**src/hw/rtl/dcbf_pkg.sv**
```systemverilog
// Shared types and constants for the DC-blocking filter with block RMS.
// Holds the controller/datapath command and status structs and fixed widths.
// No dependencies.
package dcbf_pkg;

  localparam int SAMPLE_W   = 12;
  localparam int ALPHA_W    = 16;
  localparam int FV_W       = 30;
  localparam int ACC_W      = 31;
  localparam int PROD_W     = 48;
  localparam int F_W        = 18;
  localparam int SQ_W       = 36;
  localparam int SUM_W      = 43;
  localparam int RMS_W      = 17;
  localparam int RAD_W      = 44;
  localparam int ROOT_W     = 22;
  localparam int ITER_W     = 5;
  localparam int S_TDATA_W  = 16;
  localparam int M_TDATA_W  = 40;

  localparam logic [ALPHA_W-1:0] ALPHA_RESET = 16'd65274;
  localparam logic signed [31:0] Y_MAX = 32'sd536870911;
  localparam logic signed [31:0] Y_MIN = -32'sd536870912;
  localparam logic [RMS_W-1:0]   RMS_MAX = 17'h1FFFF;

  typedef struct packed {
    logic load;
    logic mul;
    logic round;
    logic scale;
    logic square;
    logic acc;
    logic out_load;
  } dcbf_cmd_t;

  typedef struct packed {
    logic in_ignore;
    logic block_end;
    logic root_busy;
    logic out_free;
  } dcbf_status_t;

endpackage

```
**src/hw/rtl/dcbf_isqrt.sv**
```systemverilog
// Iterative integer square root, one result bit per cycle.
// Uses dcbf_pkg for the radicand and root widths.
module dcbf_isqrt (
  input  logic                       clk,
  input  logic                       rst,
  input  logic                       start,
  input  logic [dcbf_pkg::RAD_W-1:0] radicand,
  output logic                       busy,
  output logic [dcbf_pkg::ROOT_W-1:0] root
);
  import dcbf_pkg::*;

  logic [RAD_W-1:0]    rad;
  logic [ROOT_W+1:0]   rem;
  logic [ITER_W-1:0]   iter;
  logic [ROOT_W+1:0]   rem_sh;
  logic [ROOT_W+1:0]   trial;
  logic                fits;

  assign rem_sh = {rem[ROOT_W-1:0], rad[RAD_W-1 -: 2]};
  assign trial  = {root, 2'b01};
  assign fits   = rem_sh >= trial;

  always_ff @(posedge clk) begin
    if (rst) begin
      busy <= 1'b0;
      iter <= '0;
    end else if (start) begin
      busy <= 1'b1;
      iter <= ITER_W'(ROOT_W - 1);
    end else if (busy) begin
      iter <= iter - 1'b1;
      if (iter == '0) begin
        busy <= 1'b0;
      end
    end
  end

  always_ff @(posedge clk) begin
    if (start) begin
      rad  <= radicand;
      rem  <= '0;
      root <= '0;
    end else if (busy) begin
      rad  <= {rad[RAD_W-3:0], 2'b00};
      rem  <= fits ? rem_sh - trial : rem_sh;
      root <= {root[ROOT_W-2:0], fits};
    end
  end

endmodule

```
**src/hw/rtl/dcbf_datapath.sv**
```systemverilog
// Datapath: per-channel filter state, the two multiply steps, the square
// accumulators, the square root unit and the output register.
// Depends on dcbf_pkg and dcbf_isqrt.
module dcbf_datapath #(
  parameter int BLOCK_LEN = 256,
  parameter int CHANNELS  = 2
) (
  input  logic                           clk,
  input  logic                           rst,
  input  dcbf_pkg::dcbf_cmd_t            cmd,
  output dcbf_pkg::dcbf_status_t         status,
  input  logic                           s_tuser,
  input  logic [dcbf_pkg::S_TDATA_W-1:0] s_tdata,
  input  logic                           cfg_valid,
  input  logic [dcbf_pkg::ALPHA_W-1:0]   cfg_data,
  output logic                           m_tvalid,
  input  logic                           m_tready,
  output logic [dcbf_pkg::M_TDATA_W-1:0] m_tdata,
  output logic                           m_tuser,
  output logic                           m_tlast
);
  import dcbf_pkg::*;

  localparam int CH_W       = (CHANNELS > 1) ? $clog2(CHANNELS) : 1;
  localparam int CNT_W      = $clog2(BLOCK_LEN);
  localparam int MEAN_SHIFT = $clog2(BLOCK_LEN + 1) - 1;
  localparam logic [CNT_W-1:0] CNT_LAST = CNT_W'(BLOCK_LEN - 1);

  logic [ALPHA_W-1:0]         alpha;
  logic signed [FV_W-1:0]     fv   [CHANNELS];
  logic [SAMPLE_W-1:0]        prev [CHANNELS];
  logic [SUM_W-1:0]           sum  [CHANNELS];
  logic [CNT_W-1:0]           cnt  [CHANNELS];

  logic [CH_W-1:0]            in_idx;
  logic [SAMPLE_W-1:0]        in_x;
  logic signed [SAMPLE_W:0]   in_d;
  logic signed [ACC_W-1:0]    in_s;

  logic [CH_W-1:0]            ch;
  logic                       ch_bit;
  logic [SAMPLE_W-1:0]        x;
  logic signed [ACC_W-1:0]    s_acc;
  logic signed [PROD_W-1:0]   prod;
  logic signed [FV_W-1:0]     y;
  logic signed [F_W-1:0]      f;
  logic [SQ_W-1:0]            sq;
  logic                       done;

  logic signed [PROD_W-1:0]   prod_rnd;
  logic signed [31:0]         y_full;
  logic signed [FV_W-1:0]     y_next;
  logic signed [FV_W:0]       y_rnd;
  logic signed [F_W:0]        f_full;
  logic signed [F_W-1:0]      f_next;
  logic [F_W-1:0]             mag;
  logic [SUM_W:0]             sum_add;
  logic [SUM_W-1:0]           sum_sat;
  logic [RAD_W-1:0]           rad;
  logic                       root_start;
  logic                       root_busy;
  logic [ROOT_W-1:0]          root;
  logic [RMS_W-1:0]           rms_sat;

  logic                       out_valid;
  logic                       out_ch;
  logic signed [F_W-1:0]      out_f;
  logic                       out_done;
  logic [RMS_W-1:0]           out_rms;

  assign in_idx = CH_W'(s_tuser);
  assign in_x   = s_tdata[SAMPLE_W-1:0];
  assign in_d   = $signed({1'b0, in_x}) - $signed({1'b0, prev[in_idx]});
  assign in_s   = $signed({fv[in_idx][FV_W-1], fv[in_idx]})
                + $signed({{(ACC_W-SAMPLE_W-17){in_d[SAMPLE_W]}}, in_d, 16'b0});

  assign prod_rnd = prod + PROD_W'(32768);
  assign y_full   = prod_rnd[PROD_W-1:16];

  always_comb begin
    if (y_full > Y_MAX) begin
      y_next = FV_W'(Y_MAX);
    end else if (y_full < Y_MIN) begin
      y_next = FV_W'(Y_MIN);
    end else begin
      y_next = y_full[FV_W-1:0];
    end
  end

  assign y_rnd  = $signed({y[FV_W-1], y}) + (FV_W+1)'(2048);
  assign f_full = y_rnd[FV_W:12];

  always_comb begin
    if (f_full[F_W] != f_full[F_W-1]) begin
      f_next = f_full[F_W] ? {1'b1, {(F_W-1){1'b0}}} : {1'b0, {(F_W-1){1'b1}}};
    end else begin
      f_next = f_full[F_W-1:0];
    end
  end

  assign mag     = f[F_W-1] ? (~f + 1'b1) : f;
  assign sum_add = {1'b0, sum[ch]} + (SUM_W+1)'(sq);
  assign sum_sat = sum_add[SUM_W] ? {SUM_W{1'b1}} : sum_add[SUM_W-1:0];
  assign rad     = RAD_W'(sum_sat >> MEAN_SHIFT);
  assign rms_sat = (root > ROOT_W'(RMS_MAX)) ? RMS_MAX : root[RMS_W-1:0];

  assign root_start = cmd.acc && (cnt[ch] == CNT_LAST);

  dcbf_isqrt u_isqrt (
    .clk      (clk),
    .rst      (rst),
    .start    (root_start),
    .radicand (rad),
    .busy     (root_busy),
    .root     (root)
  );

  always_ff @(posedge clk) begin
    if (rst) begin
      alpha <= ALPHA_RESET;
    end else if (cfg_valid) begin
      alpha <= cfg_data;
    end
  end

  always_ff @(posedge clk) begin
    if (rst) begin
      for (int i = 0; i < CHANNELS; i++) begin
        fv[i]   <= '0;
        prev[i] <= '0;
        sum[i]  <= '0;
        cnt[i]  <= '0;
      end
    end else begin
      if (cmd.round) begin
        fv[ch]   <= y_next;
        prev[ch] <= x;
      end
      if (cmd.acc) begin
        if (cnt[ch] == CNT_LAST) begin
          sum[ch] <= '0;
          cnt[ch] <= '0;
        end else begin
          sum[ch] <= sum_sat;
          cnt[ch] <= cnt[ch] + 1'b1;
        end
      end
    end
  end

  always_ff @(posedge clk) begin
    if (cmd.load) begin
      ch     <= in_idx;
      ch_bit <= s_tuser;
      x      <= in_x;
      s_acc  <= in_s;
    end
    if (cmd.mul) begin
      prod <= $signed({1'b0, alpha}) * s_acc;
    end
    if (cmd.round) begin
      y <= y_next;
    end
    if (cmd.scale) begin
      f <= f_next;
    end
    if (cmd.square) begin
      sq <= SQ_W'(mag * mag);
    end
    if (cmd.acc) begin
      done <= (cnt[ch] == CNT_LAST);
    end
  end

  always_ff @(posedge clk) begin
    if (rst) begin
      out_valid <= 1'b0;
    end else if (cmd.out_load) begin
      out_valid <= 1'b1;
    end else if (m_tready) begin
      out_valid <= 1'b0;
    end
  end

  always_ff @(posedge clk) begin
    if (cmd.out_load) begin
      out_ch   <= ch_bit;
      out_f    <= f;
      out_done <= done;
      out_rms  <= done ? rms_sat : '0;
    end
  end

  assign status.in_ignore = (32'(s_tuser) >= CHANNELS);
  assign status.block_end = (cnt[ch] == CNT_LAST);
  assign status.root_busy = root_busy;
  assign status.out_free  = !out_valid || m_tready;

  assign m_tvalid = out_valid;
  assign m_tuser  = out_ch;
  assign m_tlast  = out_done;
  assign m_tdata  = {{(M_TDATA_W-F_W-RMS_W){1'b0}}, out_rms, out_f};

endmodule

```
**src/hw/rtl/dcbf_ctrl.sv**
```systemverilog
// Controller state machine that sequences one sample through the datapath.
// Depends on dcbf_pkg for the command and status structs.
module dcbf_ctrl (
  input  logic                   clk,
  input  logic                   rst,
  input  logic                   s_tvalid,
  output logic                   s_tready,
  input  dcbf_pkg::dcbf_status_t status,
  output dcbf_pkg::dcbf_cmd_t    cmd
);
  import dcbf_pkg::*;

  localparam logic [2:0] ST_IDLE   = 3'd0;
  localparam logic [2:0] ST_MUL    = 3'd1;
  localparam logic [2:0] ST_ROUND  = 3'd2;
  localparam logic [2:0] ST_SCALE  = 3'd3;
  localparam logic [2:0] ST_SQUARE = 3'd4;
  localparam logic [2:0] ST_ACC    = 3'd5;
  localparam logic [2:0] ST_SQRT   = 3'd6;
  localparam logic [2:0] ST_OUT    = 3'd7;

  logic [2:0] state;
  logic [2:0] state_next;

  assign s_tready = (state == ST_IDLE);

  always_comb begin
    state_next = state;
    cmd        = '0;
    unique case (state)
      ST_IDLE: begin
        if (s_tvalid && !status.in_ignore) begin
          cmd.load   = 1'b1;
          state_next = ST_MUL;
        end
      end
      ST_MUL: begin
        cmd.mul    = 1'b1;
        state_next = ST_ROUND;
      end
      ST_ROUND: begin
        cmd.round  = 1'b1;
        state_next = ST_SCALE;
      end
      ST_SCALE: begin
        cmd.scale  = 1'b1;
        state_next = ST_SQUARE;
      end
      ST_SQUARE: begin
        cmd.square = 1'b1;
        state_next = ST_ACC;
      end
      ST_ACC: begin
        cmd.acc    = 1'b1;
        state_next = status.block_end ? ST_SQRT : ST_OUT;
      end
      ST_SQRT: begin
        if (!status.root_busy) begin
          state_next = ST_OUT;
        end
      end
      ST_OUT: begin
        if (status.out_free) begin
          cmd.out_load = 1'b1;
          state_next   = ST_IDLE;
        end
      end
      default: state_next = ST_IDLE;
    endcase
  end

  always_ff @(posedge clk) begin
    if (rst) begin
      state <= ST_IDLE;
    end else begin
      state <= state_next;
    end
  end

endmodule

```
**src/hw/rtl/dc_block_filter_rms.sv**
```systemverilog
// Top level of the two-channel DC-blocking high-pass filter with block RMS.
// Depends on dcbf_pkg, dcbf_ctrl and dcbf_datapath.
//
// Channel   Direction  Fields
// s_axis    in         s_tuser: channel; s_tdata[11:0]: sample
// m_axis    out        m_tuser: out_channel; m_tlast: block_done;
//                      m_tdata[17:0]: filtered, m_tdata[34:18]: rms
// cfg       in         cfg_data: alpha (Q0.16)
//
// A sample goes from request to result register through an accept step and
// six steps of the controller: filter multiply, rounding, scaling, square,
// accumulate and output load. The sample that closes a block also waits for the
// bit-serial square root. One sample is in flight at a time; a stalled output
// holds the controller in its final step. Reset is synchronous and clears all
// channel state and sets alpha to 0.996.
module dc_block_filter_rms #(
  parameter int BLOCK_LEN = 256,
  parameter int CHANNELS  = 2
) (
  input  logic                           clk,
  input  logic                           rst,
  input  logic                           s_tvalid,
  output logic                           s_tready,
  input  logic [dcbf_pkg::S_TDATA_W-1:0] s_tdata,  // [11:0] sample, [15:12] zero
  input  logic                           s_tuser,  // [0] channel
  output logic                           m_tvalid,
  input  logic                           m_tready,
  output logic [dcbf_pkg::M_TDATA_W-1:0] m_tdata,  // [17:0] filtered, [34:18] rms
  output logic                           m_tuser,  // [0] out_channel
  output logic                           m_tlast,
  input  logic                           cfg_valid,
  output logic                           cfg_ready,
  input  logic [dcbf_pkg::ALPHA_W-1:0]   cfg_data
);
  import dcbf_pkg::*;

  dcbf_cmd_t    cmd;
  dcbf_status_t status;

  assign cfg_ready = 1'b1;

  dcbf_ctrl u_ctrl (
    .clk      (clk),
    .rst      (rst),
    .s_tvalid (s_tvalid),
    .s_tready (s_tready),
    .status   (status),
    .cmd      (cmd)
  );

  dcbf_datapath #(
    .BLOCK_LEN (BLOCK_LEN),
    .CHANNELS  (CHANNELS)
  ) u_datapath (
    .clk       (clk),
    .rst       (rst),
    .cmd       (cmd),
    .status    (status),
    .s_tuser   (s_tuser),
    .s_tdata   (s_tdata),
    .cfg_valid (cfg_valid),
    .cfg_data  (cfg_data),
    .m_tvalid  (m_tvalid),
    .m_tready  (m_tready),
    .m_tdata   (m_tdata),
    .m_tuser   (m_tuser),
    .m_tlast   (m_tlast)
  );

endmodule

```
**config.mk**
```make
export PLATFORM = sky130hd
export DESIGN_NAME = dc_block_filter_rms
export DESIGN_NICKNAME = d
export VERILOG_FILES = /design/src/hw/rtl/dcbf_pkg.sv /design/src/hw/rtl/dcbf_isqrt.sv /design/src/hw/rtl/dcbf_datapath.sv /design/src/hw/rtl/dcbf_ctrl.sv /design/src/hw/rtl/dc_block_filter_rms.sv
export SDC_FILE = /design/constraint.sdc
export NUM_CORES = 2
export LEC_CHECK = 0
export BUFFER_PORTS_ARGS = -buffer_cell sky130_fd_sc_hd__buf_2
export CAP_MARGIN = 40
export CORE_MARGIN = 2
export CORE_UTILIZATION = 70
export CTS_BUF_LIST = sky130_fd_sc_hd__clkbuf_8
export DETAILED_ROUTE_END_ITERATION = 7
export GPL_ROUTABILITY_DRIVEN = 1
export PLACE_DENSITY = 0.84
export SLEW_MARGIN = 30
export SYNTH_ARGS = -nofsm -noshare
export SYNTH_HDL_FRONTEND = slang
export SYNTH_SLANG_ARGS = --single-unit
```
**constraint.sdc**
```tcl
create_clock -name clk -period 20.6 [get_ports clk]
set_input_delay 4.12 -clock clk [delete_from_list [all_inputs] [get_ports clk]]
set_output_delay 4.12 -clock clk [all_outputs]
set_load 0.03 [all_outputs]
```
### Yosys cells after proc, flatten, opt, wreduce, memory -nomap -nowiden

Memories as Yosys holds them, arrays and structs flattened. A register that Yosys moved wholly into a read port is not among the register bits.
Index checks and enable logic that the tools add are counted.

| storage, ports and cells | value |
|---|---|
| memories kept | 4 |
| bits in writable memories | 186 |
| bits in registers | 328 |
| output and inout port bits | 45 |
| input port bits | 38 |
| logic and storage cells | 129 |
| latch bits | 0 |
| memory bits (read-only) | 0 |

| operators by class | value |
|---|---|
| reduce and logical (&&, ||, !) cells | 13 |
| multipliers | 2 |
| bitwise gates (word level) | 3 |
| divide/modulo/power cells | 0 |
| add/sub/neg operators | 9 |
| shift operators | 0 |
| multiplexer cells | 60 |
| $lt $le $gt $ge | 4 |
| equal/unequal tests | 12 |

Memories:

| name | depth | width | read ports | clocked after memory_dff | wr ports | RTL line | text |
|---|---|---|---|---|---|---|---|
| u_datapath.sum | 2 | 43 | 1 | 1 | 2 | dcbf_datapath.sv:32 | `logic [SUM_W-1:0] sum [CHANNELS];` |
| u_datapath.fv | 2 | 30 | 1 | 0 | 2 | dcbf_datapath.sv:30 | `logic signed [FV_W-1:0] fv [CHANNELS];` |
| u_datapath.prev | 2 | 12 | 1 | 0 | 2 | dcbf_datapath.sv:31 | `logic [SAMPLE_W-1:0] prev [CHANNELS];` |
| u_datapath.cnt | 2 | 8 | 1 | 1 | 2 | dcbf_datapath.sv:33 | `logic [CNT_W-1:0] cnt [CHANNELS];` |

Operators by type and width:

| kind | number |
|---|---|
| 43-bit two-way mux | 3 |
| 30-bit two-way mux | 3 |
| 35-bit two-way mux | 2 |
| 18-bit two-way mux | 3 |
| 48-bit by 17-bit adder with 48-bit output (second input constant) | 1 |
| 17-bit by 31-bit multiplier with 48-bit output | 1 |
| 43-bit by 36-bit adder with 44-bit output | 1 |
| 43-bit OR reduction | 1 |
| 1-bit two-way mux | 38 |
| 18-bit by 18-bit multiplier with 36-bit output | 1 |
| 32-bit by 30-bit greater-than comparator with 1-bit output (second input constant) | 1 |
| 32-bit by 30-bit < comparator with 1-bit output (second input constant) | 1 |
| 30-bit by 13-bit adder with 31-bit output (second input constant) | 1 |
| 30-bit by 29-bit adder with 31-bit output | 1 |
| 30-bit OR reduction | 1 |
| 24-bit >= comparator | 1 |
| 3-bit one-hot mux with 8 select lines | 1 |
| 22-bit by 17-bit greater-than comparator with 1-bit output (second input constant) | 1 |
| 22-bit two-way mux | 1 |
| 22-bit subtractor | 1 |
| 18-bit by 1-bit adder with 18-bit output (second input constant) | 1 |
| 18-bit inverter | 1 |
| 17-bit two-way mux | 1 |
| 8-bit two-way mux | 2 |
| 23 further kinds | 34 |

### Depth between registers and ports, before layout

| logic depth | value |
|---|---|
| word-level depth | 8 |
| depth in mapped cells | 32 |
| depth with buffers taken out | 32 |

### Cells and area by module

A second synthesis with hierarchy kept.

| second synthesis, totals | value |
|---|---|
| cell total of the unflattened synthesis | 4999 |
| area total of the unflattened synthesis | 50418.4 um^2 |

By module, submodules not included:

| module | area an instance (um^2) | instances | cells each | sequential area each (um^2) |
|---|---|---|---|---|
| dcbf_datapath | 45021.9 | 1 | 4478 | 11561.1 |
| dcbf_isqrt | 5153.7 | 1 | 488 | 2322.2 |
| dcbf_ctrl | 231.5 | 1 | 31 | 60.1 |
| dc_block_filter_rms | 11.3 | 1 | 2 | 0.0 |

### Least setup slack after synthesis

OpenSTA, ideal clock, no wires.

| timing | value |
|---|---|
| path kind | register to register |
| start point | register u_datapath.f[0] |
| end point | register u_datapath.sq[35] (data pin) |
| buffers on the path | 1 |
| data required time | 20.341 ns |
| arrival | 7.869 ns |
| clock period less this slack | 8.129 ns |
| cell stages (with the launch flop) | 30 |
| setup time | 0.259 ns |
| setup slack | 12.471 ns |
| cell sequence | edfxtp_1 > inv_1 > clkbuf_1 > ha_1 > nand2_1 > o21ai_0 > nand2_1 > xnor2_1 > clkinv_1 > nand2_1 > fa_1 > inv_1 > fa_1 > fa_1 > fa_1 > fa_1 > inv_1 > fa_1 > inv_1 > ha_1 > a21o_1 > a21oi_1 > a21boi_0 > a31oi_1 > o31a_1 > o211ai_1 > a21oi_1 > a2111oi_2 > a21oi_1 > xnor2_1 |

| between the ends | value |
|---|---|
| cells in the longest elaborated chain, start to end | 4 |

RTL lines:

| item | RTL line | text |
|---|---|---|
| start: declaration | dcbf_datapath.sv:46 | `logic signed [F_W-1:0] f;` |
| start signal: assignment | dcbf_datapath.sv:165 | `f <= f_next;` |
| 18-bit inverter | dcbf_datapath.sv:101 | `assign mag = f[F_W-1] ? (~f + 1'b1) : f;` |
| 18-bit by 1-bit adder with 18-bit output | dcbf_datapath.sv:101 |  |
| 18-bit two-way mux (*) | dcbf_datapath.sv:101 |  |
| 18-bit by 18-bit multiplier with 36-bit output (*) | dcbf_datapath.sv:168 | `sq <= SQ_W'(mag * mag);` |
| end signal: assignment | dcbf_datapath.sv:168 |  |
| end: declaration | dcbf_datapath.sv:47 | `logic [SQ_W-1:0] sq;` |

Every way passes the cells marked *; elsewhere a longest branch is shown, timed or not.
A chain may end at the register's enable or synchronous reset.

### Worst setup path after layout

Ends and elaborated chain as after synthesis.

==> metrics.md <==
| Metric | Value |
|---|---|
| Outcome | `finished clean` |
| Fillers | `4635` |
| Area Growth Syn to Fin | `6.35%` |
| Multi-input gate area | `0.0315 sq mm` |
| Root Driver | `clkbuf_8` |
| Slew Viols, Final | `0` |
| Die Height | `270 um` |
| Syn Area/Cell | `approximately 10 sq um` |
| Nets | `6016` |
| Setup Fix Bufs, Post-CTS | `0` |
| Post-CTS Hold Fix Bufs | `0` |
| WP data required | `21.01 ns` |
| Drt wl/cell | `19.2 um` |
| Final hold violation count | `0` |
| Port bufs | `72` |
| Crit path capture type | `flip-flop` |
| CTS tree | `done` |
| Row Count | `97` |
| Share of cells above drive strength 1 | `7.80%` |
| Crit path max fanout | `14` |
| Pre-Repair DR Iteration Count | `7` |
| Synth warnings | `0` |
| EDFF count, synth | `408` |
| Post-Route Skew | `0.0765 ns` |
| Sequential Area | `~0.014 sq mm` |
| Total GRT Usage | `between 30% and 40%` |
| Period utilisation layout | `45.6%` |
| Clock Path Buffers | `3` |
| DP Worst Slack | `10.83 ns` |
| First-pass GRT wire length | `about 190000 um` |
| H-tree depth | `3` |
| CTS Sinks | `488` |
| CP Class | `flip-flop to flip-flop` |
| # IOs | `83` |
| Final WL | `115000 um` |
| Unrepaired setup endpoints after global routing | `no` |
| Relative slew slack | `between 30 and 40%` |
| Max-cap violation count | `0` |
| Final setup violation count | `0` |
| Worst-Margin Slew | `between 0.9 and 1 ns` |
| Mapped Area | `0.0495 sq mm` |
| FMAX | `0.107 GHz` |
| Crit start category | `flip-flop` |
| Yosys top cell by area | `fa_1` |
| Final min period | `9.39 ns` |
| Die Width | `~270 um` |
| Post-DRT Antenna Nets | `0` |
| Largest net degree at the start of global routing | `76` |
| Initial DRC count | `2798` |
| Die footprint | `0.0729 sq mm` |
| Setup tns final | `0 ns` |
| Crit path launch | `u_datapath.f[0]` |
| Worst-path clk slew | `0.06 ns` |
| Critical Path AT | `9.80 ns` |
| Final hold slack | `0.487 ns` |
| Seq/Total Area, Yosys | `28.0%` |
| Resize count post-CTS | `0` |
| Worst r2r src | `u_datapath.f[0]` |
| Vias | `roughly 35000` |
| Worst setup margin | `11.21 ns` |
| Hold crit path type | `flip-flop to flip-flop` |
| Overflow after GRT | `0` |
| Top_reg_cell synth | `edfxtp_1` |
| Clk_lat worst skew | `0.71 ns` |
| Ys async rst share | `0%` |
| Effective utilization at floorplan | `70.7%` |
| Crit path capture | `u_datapath.sq[35]` |
| Area contributors post-synth | `fa_1, edfxtp_1, ha_1` |
| Most common cell in the netlist | `inv_1` |
| Drt drc | `0` |
| DP Wirelength | `approximately 83000 um` |
| Synth cell count leaders | `inv_1, fa_1, nand2_1, edfxtp_1, nor2_1` |
| Vias per inst | `5.83` |
| R2R setup slack | `between 10 and 15 ns` |
| CP peak stage delay | `0.68 ns` |
| Top-area cell type share of the netlist area | `28.2%` |
| Count of cell types in the netlist | `93` |
| Max stage delay cell, worst path | `edfxtp_1` |
| Initial antenna violation count | `2` |
| Cells after Synth | `4915` |
| Number of global-route vias before repair | `around 38000` |
| CTS buffer count | `just over 80` |
| RePlAce Congestion | `0.946` |
| Core Region | `0.0700 sq mm` |
| Reg2Reg Capture Point | `u_datapath.sq[35]` |
| FF-to-FF path depth | `30` |
| Inst Count DP | `between 5000 and 6000` |
| Yosys reg bits | `488` |
| Cell Count, Final, Fillers Out | `between 5000 and 6000` |
-- area by class of cell --
class | count | area share (%)
sequential | 488 | 26.3
inverter | 937 | 6.68
clock buffer | 86 | 2.25
timing repair buffer | 141 | 1.84
multi-input combinational | 3313 | 59.8
tap | 940 | 2.23
antenna | 2 | 0.00950
clock inverter | 59 | 0.895
-- sequential cells by signal, summed over array words and instances, names as in the netlist, 19 cells and up, named ones only --
register                 cells
u_datapath.sq               35
u_datapath.s_acc            31
u_datapath.y                19
u_datapath.sum              86
u_datapath.u_isqrt.rad      44
u_datapath.prev             24
u_datapath.u_isqrt.rem      22
u_datapath.u_isqrt.root     22
u_datapath.prod             33
u_datapath.fv               60
-- cells in the final DEF, fill, tap and decap left out, types with 16 or more instances in the layout --
cell type / Yosys / routed
mux2i_1: 70 / 70
nand2b_1: 25 / 20
mux2_2: 73 / 73
fa_1: 699 / 699
clkbuf_8: 0 / 86
buf_4: 8 / 53
ha_1: 316 / 316
nor2_1: 392 / 391
inv_1: 932 / 955
a211oi_1: 18 / 18
nand4_1: 19 / 19
o21ai_1: 21 / 21
a31oi_1: 20 / 19
a21o_1: 59 / 59
o21ai_0: 87 / 86
nand2_1: 515 / 514
conb_1: 2 / 19
o21a_1: 67 / 67
nand3_1: 43 / 42
clkinv_1: 4 / 20
a21oi_1: 131 / 131
buf_2: 7 / 73
and2_1: 215 / 214
dfxtp_1: 80 / 76
xnor2_1: 135 / 135
edfxtp_1: 408 / 408
a21boi_0: 16 / 16
xor2_1: 72 / 72
and3_1: 37 / 37
nor3_1: 34 / 33
nor2b_1: 43 / 41
-- worst min path at each step --
stage / end / from / slack [ns] / depth (start not counted)
global route: u_datapath.u_isqrt.rad[40] / u_datapath.u_isqrt.rad[40] / 0.52 / 2
detailed placement: u_datapath.u_isqrt.rad[36] / u_datapath.u_isqrt.rad[34] / 0.48 / 2
finish: u_datapath.u_isqrt.rad[35] / u_datapath.u_isqrt.rad[33] / 0.49 / 2
floorplan: u_datapath.m_tlast / u_datapath.done / 0.42 / 0
CTS: u_datapath.u_isqrt.rad[35] / u_datapath.u_isqrt.rad[33] / 0.50 / 2
global placement: u_datapath.u_isqrt.rad[35] / u_datapath.u_isqrt.rad[33] / 0.46 / 2
-- metrics by stage --
step           util [%]  area (sq um)
6_report           75.2         52700
2_1_floorplan         -         49600
4_1_cts            75.0         52600
3_3_place_gp       72.5         50800
5_1_grt            75.2         52700
3_5_place_dp       72.7         50900
-- kinds of logic (layout without fill, tap and decap cells) --
logic type	after synthesis	after routing	share of synthesized area [%]
muxes	144	144	3.10
AOI/OAI and AO/OA	530	530	7.17
buffers and inverters	1131	1223	8.73
other	2	21	0.0152
xor gates and xnor gates	207	207	3.66
adders and majority gates	1015	1015	36.2
and+or+nand+nor	1398	1398	13.1
DFF	488	488	28.0
-- metal layers --
metal	share of wire [%]	vias up	GRT usage [%]
li1	-	15600	-
met3	8.0	380	5.37
met2	50	1592	55.9
met1	38	17200	40.5
met5	0	-	0
met4	4.6	0	14.3
-- critical path, delay by kind of cell, from the launching register on --
| family | cells | cell delay, ns |
|---|---|---|
| DFF | 1 | 0.68 |
| AOI/OAI and AO/OA | 8 | 1.88 |
| adders and majority gates | 8 | 3.70 |
| xor gates and xnor gates | 2 | 0.41 |
| buffers and inverters | 8 | 1.60 |
| and+or+nand+nor | 4 | 0.84 |
Power is not shown: default switching activity piles up to over one toggle a cycle in this logic, so the estimate is an artifact.
